File: src/hdl/nlpg_pkg.sv
// shared constants and types for the line point generator
package nlpg_pkg;

	localparam int MAX_SPAN  = 63;
	localparam int COORD_MAX = 2047;

	localparam int COORD_W = 11;
	localparam int DELTA_W = 7;
	localparam int POINT_W = 13;
	localparam int SPAN_W  = 6;

	typedef logic [COORD_W-1:0]        coord_t;
	typedef logic signed [DELTA_W-1:0] delta_t;
	typedef logic signed [POINT_W-1:0] point_t;
	typedef logic [SPAN_W-1:0]         span_t;

endpackage

File: src/hdl/naive_line_point_generator.sv
// line point generator: one segment in, its pixels out one word at a time
// first pixel: axis-aligned or zero segment, valid the cycle after accept;
//   sloped segment, valid after the 6-step divide plus fix-up
// throughput: one pixel per cycle while out_stall is low, up to 64 pixels a segment;
//   a new segment is taken the cycle after its last pixel leaves
// reset: arst_n clears the sequencer and out_valid at once; the block comes up idle
module naive_line_point_generator (
	input  logic                    clk,
	input  logic                    arst_n,
	input  logic                    in_valid,
	output logic                    in_stall,
	input  nlpg_pkg::coord_t        start_x,
	input  nlpg_pkg::coord_t        start_y,
	input  nlpg_pkg::delta_t        delta_x,
	input  nlpg_pkg::delta_t        delta_y,
	output logic                    out_valid,
	input  logic                    out_stall,
	output nlpg_pkg::point_t        point_x,
	output nlpg_pkg::point_t        point_y,
	output logic                    last_point
);
	import nlpg_pkg::*;

	// sequencer: idle, shared divide steps, floor fix-up, pixel emission
	typedef enum logic [1:0] {
		S_IDLE,
		S_DIV,
		S_FIX,
		S_EMIT
	} state_t;

	state_t                     state_q;

	// pixel position, held in the output register
	point_t                     px_q;
	point_t                     py_q;
	logic [SPAN_W:0]            left_q;     // pixels still to go after this one

	// per-pixel steps
	logic signed [1:0]          x_inc_q;    // -1, 0 or +1
	logic signed [DELTA_W-1:0]  y_inc_q;    // whole part of the slope, floored
	logic [DELTA_W-1:0]         frac_q;     // twice the slope remainder
	logic [7:0]                 den_q;      // twice the run length
	logic [7:0]                 acc_q;      // rounding accumulator

	// divider registers
	span_t                      a_q;        // run length |dx|
	logic                       dy_neg_q;
	span_t                      div_num_q;
	span_t                      div_rem_q;
	span_t                      div_quo_q;
	logic [2:0]                 div_cnt_q;

	// saturated input fields
	coord_t                     x0;
	coord_t                     y0;
	delta_t                     dx_c;
	delta_t                     dy_c;
	delta_t                     dx_abs;
	delta_t                     dy_abs;

	// shared compare and subtract
	logic [SPAN_W:0]            div_sh;
	logic                       div_ge;
	logic [SPAN_W:0]            div_diff;

	// next pixel
	logic [7:0]                 acc_sum;
	logic                       carry;
	logic                       in_acc;
	logic                       out_acc;

	assign in_acc  = in_valid && !in_stall;
	assign out_acc = out_valid && !out_stall;
	assign in_stall = (state_q != S_IDLE);

	always_comb begin
		x0 = (start_x > coord_t'(COORD_MAX)) ? coord_t'(COORD_MAX) : start_x;
		y0 = (start_y > coord_t'(COORD_MAX)) ? coord_t'(COORD_MAX) : start_y;
		// pattern -64 saturates to -63
		dx_c = (delta_x < -delta_t'(MAX_SPAN)) ? -delta_t'(MAX_SPAN) : delta_x;
		dy_c = (delta_y < -delta_t'(MAX_SPAN)) ? -delta_t'(MAX_SPAN) : delta_y;
		dx_abs = dx_c[DELTA_W-1] ? -dx_c : dx_c;
		dy_abs = dy_c[DELTA_W-1] ? -dy_c : dy_c;
	end

	// one restoring step of |dy| / |dx|
	always_comb begin
		div_sh   = {div_rem_q, div_num_q[SPAN_W-1]};
		div_ge   = (div_sh >= {1'b0, a_q});
		div_diff = div_sh - {1'b0, a_q};
	end

	// rounding accumulator: carries once it reaches twice the run
	always_comb begin
		acc_sum = acc_q + {1'b0, frac_q};
		carry   = (acc_sum >= den_q);
	end

	always_ff @(posedge clk or negedge arst_n) begin
		if (!arst_n) begin
			state_q    <= S_IDLE;
			out_valid  <= 1'b0;
			px_q       <= '0;
			py_q       <= '0;
			left_q     <= '0;
			x_inc_q    <= '0;
			y_inc_q    <= '0;
			frac_q     <= '0;
			den_q      <= '0;
			acc_q      <= '0;
			a_q        <= '0;
			dy_neg_q   <= 1'b0;
			div_num_q  <= '0;
			div_rem_q  <= '0;
			div_quo_q  <= '0;
			div_cnt_q  <= '0;
		end else begin
			unique case (state_q)
				S_IDLE: begin
					if (in_acc) begin
						// first pixel is always the start point
						px_q     <= {2'b00, x0};
						py_q     <= {2'b00, y0};
						a_q      <= dx_abs[SPAN_W-1:0];
						dy_neg_q <= dy_c[DELTA_W-1];
						frac_q   <= '0;
						den_q    <= 8'd1;
						acc_q    <= '0;
						priority if (dx_c == '0) begin
							// vertical run, both ends
							x_inc_q   <= 2'sd0;
							y_inc_q   <= dy_c[DELTA_W-1] ? -delta_t'(1)
							            : delta_t'(1);
							left_q    <= dy_abs;
							state_q   <= S_EMIT;
							out_valid <= 1'b1;
						end else if (dy_c == '0) begin
							// horizontal run, both ends
							x_inc_q   <= dx_c[DELTA_W-1] ? -2'sd1 : 2'sd1;
							y_inc_q   <= '0;
							left_q    <= dx_abs;
							state_q   <= S_EMIT;
							out_valid <= 1'b1;
						end else begin
							// sloped, end point left out
							x_inc_q   <= dx_c[DELTA_W-1] ? -2'sd1 : 2'sd1;
							left_q    <= dx_abs - delta_t'(1);
							div_num_q <= dy_abs[SPAN_W-1:0];
							div_rem_q <= '0;
							div_quo_q <= '0;
							div_cnt_q <= 3'(SPAN_W - 1);
							state_q   <= S_DIV;
						end
					end
				end
				S_DIV: begin
					div_num_q <= {div_num_q[SPAN_W-2:0], 1'b0};
					div_rem_q <= div_ge ? div_diff[SPAN_W-1:0] : div_sh[SPAN_W-1:0];
					div_quo_q <= {div_quo_q[SPAN_W-2:0], div_ge};
					div_cnt_q <= div_cnt_q - 3'd1;
					if (div_cnt_q == '0) begin
						state_q <= S_FIX;
					end
				end
				S_FIX: begin
					// turn the magnitude quotient into a floored one
					if (dy_neg_q && (div_rem_q != '0)) begin
						y_inc_q <= -({1'b0, div_quo_q} + delta_t'(1));
						frac_q  <= {a_q - div_rem_q, 1'b0};
					end else if (dy_neg_q) begin
						y_inc_q <= -{1'b0, div_quo_q};
						frac_q  <= '0;
					end else begin
						y_inc_q <= {1'b0, div_quo_q};
						frac_q  <= {div_rem_q, 1'b0};
					end
					// half of the denominator gives round half up
					acc_q     <= {2'b00, a_q};
					den_q     <= {1'b0, a_q, 1'b0};
					state_q   <= S_EMIT;
					out_valid <= 1'b1;
				end
				S_EMIT: begin
					if (out_acc) begin
						if (left_q == '0) begin
							out_valid <= 1'b0;
							state_q   <= S_IDLE;
						end else begin
							left_q <= left_q - 7'd1;
							px_q   <= px_q + {{(POINT_W-2){x_inc_q[1]}}, x_inc_q};
							py_q   <= py_q + {{(POINT_W-DELTA_W){y_inc_q[DELTA_W-1]}}, y_inc_q}
							          + {{(POINT_W-1){1'b0}}, carry};
							acc_q  <= carry ? (acc_sum - den_q) : acc_sum;
						end
					end
				end
				default: begin
					state_q <= S_IDLE;
				end
			endcase
		end
	end

	assign point_x    = px_q;
	assign point_y    = py_q;
	assign last_point = (left_q == '0);

endmodule

File: config.mk
export PLATFORM = sky130hd
export DESIGN_NAME = naive_line_point_generator
export DESIGN_NICKNAME = d
export VERILOG_FILES = /design/src/hdl/nlpg_pkg.sv /design/src/hdl/naive_line_point_generator.sv
export SDC_FILE = /design/constraint.sdc
export NUM_CORES = 1
export LEC_CHECK = 0
export ABC_AREA = 1
export BUFFER_PORTS_ARGS = -buffer_cell sky130_fd_sc_hd__clkbuf_2
export CELL_PAD_IN_SITES_DETAIL_PLACEMENT = 1
export CELL_PAD_IN_SITES_GLOBAL_PLACEMENT = 1
export CORE_AREA = 2 2 139 141
export CTS_BUF_LIST = sky130_fd_sc_hd__clkbuf_4
export CTS_CLUSTER_DIAMETER = 50
export DETAILED_ROUTE_END_ITERATION = 6
export DIE_AREA = 0 0 141 143
export PLACE_DENSITY = 0.84
export SLEW_MARGIN = 25
export SYNTH_ARGS = -nofsm -noshare
export SYNTH_HDL_FRONTEND = slang
export SYNTH_SLANG_ARGS = --single-unit
File: constraint.sdc
create_clock -name clk -period 5.1 [get_ports clk]
set_input_delay 0.51 -clock clk [delete_from_list [all_inputs] [get_ports clk]]
set_output_delay 0.51 -clock clk [all_outputs]
set_load 0.02 [all_outputs]
==> results.md <==
- Syn. warnings: 0
- Cells after synthesis: 1,019
- Internal Power: 0.000904 W
- Commonest non-fill, non-tap cell in the layout: nand2_1
- Post-synthesis sequential area ratio: 31.9%
- Power Density: 161 nW/um^2
- Sw frac: 30.3%
- PostCTS Resize Cnt: 0
- Final #Nets: 1,189
- Yosys cell types: 51
- Final number of setup-violating endpoints: 0
- Final hold viol count: 0
- RePlAce Congestion: 0.857
- Clock Sinks: 94
- Post-Route Skew: 0.0285 ns
- Fin cells: 1,320
- Startpoint types: flop
- Fmax: 0.233 GHz
- Slowest cell delay on critical path: 0.39 ns
- Crit. Startpoint: acc_q[1]
- Area post-placement: 7920 sq um
- Pin count of the biggest net entering global routing: 49
- Final Max Slew Viols: 0
- Relative slew slack: 35.3%
- Vias per Instance: 5.46
- Syn-to-layout area delta: 9.13%
- Clk root buf: clkbuf_4
- CP arrival: 4.73 ns
- Routed vias: 7,208
- Setup crit end kind: flop
- Layout cell share with drive strength beyond 1: 11.7%
- First-pass GRT wire length: 36.2 mm
- Initial antenna violation count: 1
- TritonCTS clock tree: yes
- Switch Pwr: 0.000393 W
- Cell area after technology mapping: 7370 sq um
- Clock group share of total power: 30.9%
- DR iter-0 viols: 328
- EDFF count, synth: 0
- Drt pass-1 iters: 4
- Placed Cells: 1,303
- Skew-Pair Late Insertion Delay: 0.49 ns
- Detail Route Antenna Nets: 0
- Sequential power share: 57.8%
- Tmin final: 4.29 ns
- Synthesis-stage register bit count: 94
- Vias in the first global route: 7,515
- I/O pin count: 69
- Crit-path max FO: 10
- Setup TNS: 0 ns
- Comb power frac: 11.3%
- Total track usage: 22.3%
- Core ar.: 18,600 sq um
- H-tree levels: 3
- Post-CTS setup buffer count: 0
- CP most frequent cell: nand2_1
- Max Buffers Root-to-Sink: 2
- Drt drc: 0
- Clk pin slew, worst setup/hold paths: 0.16 ns
- Die height: 143 um
- Most frequent cells in the layout: 251 x nand2_1, 118 x inv_1, 94 x dfrtp_1, 82 x a21oi_1
- Asr flop ratio synth: 100%
- Mean Syn Cell Area: 7.23 sq um
- VDD IR max: 0.0810 mV
- Ys flop type: dfrtp_1
- CP Data Required Time: 5.54 ns
- Tightest Hold Check Type: primary input to asynchronous set/reset pin
- Final core utilization: 43.3%
- Area of the die: 20,200 sq um
- P_leak: 4.28 nW
- CTS Hold Bufs: 0
- Period utilization: 84.0%
- Critical Path Slowest Stage Cell: dfrtp_1
- Number of port buffers: 68
- Total wire length: 21.9 mm
- GR Overflow Total: 0
- RSZ-0062 raised after global routing: false
- Rows: 50
- Outcome: finished, final reports clean
- Max_cap viols: 0
- Fin area: 8040 sq um
- Crit path kind: flop to flop
- Mapped Nets: 1,128
- Wire per inst: 16.6 um
- Num CTS Buffers: 9
- Starting Density: 39.7%
- Worst Tran Pin Value: 0.971 ns
- Die Wd: 141 um
- DPL Wire Length: 17.1 mm
- Reg2reg start: acc_q[1]
- # fillers: 2,418
-- critical path, delay by kind of cell, from the launching register on --
kind / cells / cell delay [ns]
AO/OA/AOI/OAI: 1 / 0.19
adder cells (fa/ha/maj): 5 / 1.57
buffers and inverters: 6 / 0.43
flip-flops: 1 / 0.39
AND/OR/NAND/NOR: 18 / 1.64
-- metrics by stage --
step | hold slack (ns) | total power (W) | worst slack, ns
3_3_place_gp | 0.468 | 0.000906 | 1.02
6_report | 0.0302 | 0.00130 | 0.815
2_1_floorplan | 0.214 | 0.000848 | 1.37
4_1_cts | 0.0237 | 0.00131 | 0.819
3_5_place_dp | 0.482 | 0.000911 | 0.849
5_1_grt | 0.0611 | 0.00136 | 0.339
-- synthesized netlist by cell type, types with 4 or more instances --
cell         n  area, sq um
dfrtp_1     94         2350
o21ai_0     73          365
xnor2_1      8         70.1
o21ai_1     17         85.1
nand2_2      6         37.5
nand2_1    251          942
inv_2       11         41.3
nor2_2       5         31.3
nand3_2      5         50.1
buf_2        6         30.0
a21oi_1     82          410
clkbuf_1     9         33.8
or2_0        4         25.0
o211ai_1     7         52.6
o31ai_1      5         37.5
nor3_1      10         50.1
nor2_1      73          274
xor2_1      21          184
inv_1      118          443
a21o_1       4         30.0
fa_1         7          140
nand4_1     17          106
nand3_1     62          310
o22ai_1     16          100
ha_1        62          776
a2bb2oi_1    5         43.8
-- worst paths after layout --
kind / endpoint / slack (ns) / cells past startpoint
max in group asynchronous: div_rem_q[2] / 4.00 / 2
setup reg to reg: point_y[12] / 0.81 / 30
hold reg to reg: div_num_q[0] / 0.52 / 2
min in group clk: point_y[6] / 0.25 / 3
setup / recovery: point_y[12] / 0.81 / 30
hold / removal: point_x[9] / 0.03 / 1
-- cell type report --
type / count / area, sq um / share of cell area (%)
clock buffer: 10 / 75.1 / 0.933
timing repair buffer: 70 / 358 / 4.45
multi-input combinational: 775 / 4430 / 55.0
sequential: 94 / 2350 / 29.2
inverter: 130 / 489 / 6.08
tap: 234 / 293 / 3.64
antenna: 1 / 2.50 / 0.0311
clock inverter: 6 / 47.5 / 0.591
-- cell families after synthesis --
kind of cell    synth area share [%]
buf+inv                         8.06
compound gates                  18.1
fa+ha+maj                       12.4
flops                           31.9
simple gates                    26.0
xor+xnor                        3.45
-- sequential cells by signal, summed over array words and instances (netlist names) --
register	flops
dy_neg_q	1
div_cnt_q	3
point_x	13
div_rem_q	6
x_inc_q	2
div_quo_q	6
out_valid	1
acc_q	8
den_q	7
y_inc_q	7
div_num_q	6
a_q	6
state_q	2
left_q	7
frac_q	6
point_y	13
-- metal layers --
| layer | GRT usage (%) | share of wire (%) |
|---|---|---|
| met1 | 26.8 | 44 |
| met2 | 41.1 | 50 |
| met3 | 2.18 | 3.3 |
| met4 | 8.58 | 2.5 |
| met5 | 0 | 0 |
-- power by group through the flow --
stage | Combinational [W] | Clock (W) | Sequential, W
6_report | 0.000146 | 0.000400 | 0.000750
5_1_grt | 0.000165 | 0.000440 | 0.000750
4_1_cts | 0.000148 | 0.000416 | 0.000750
3_5_place_dp | 0.000147 | 0 | 0.000763
3_3_place_gp | 0.000143 | 0 | 0.000763
2_1_floorplan | 0.0000851 | 0 | 0.000763
Note: power is estimated with default switching activity, not from simulation.
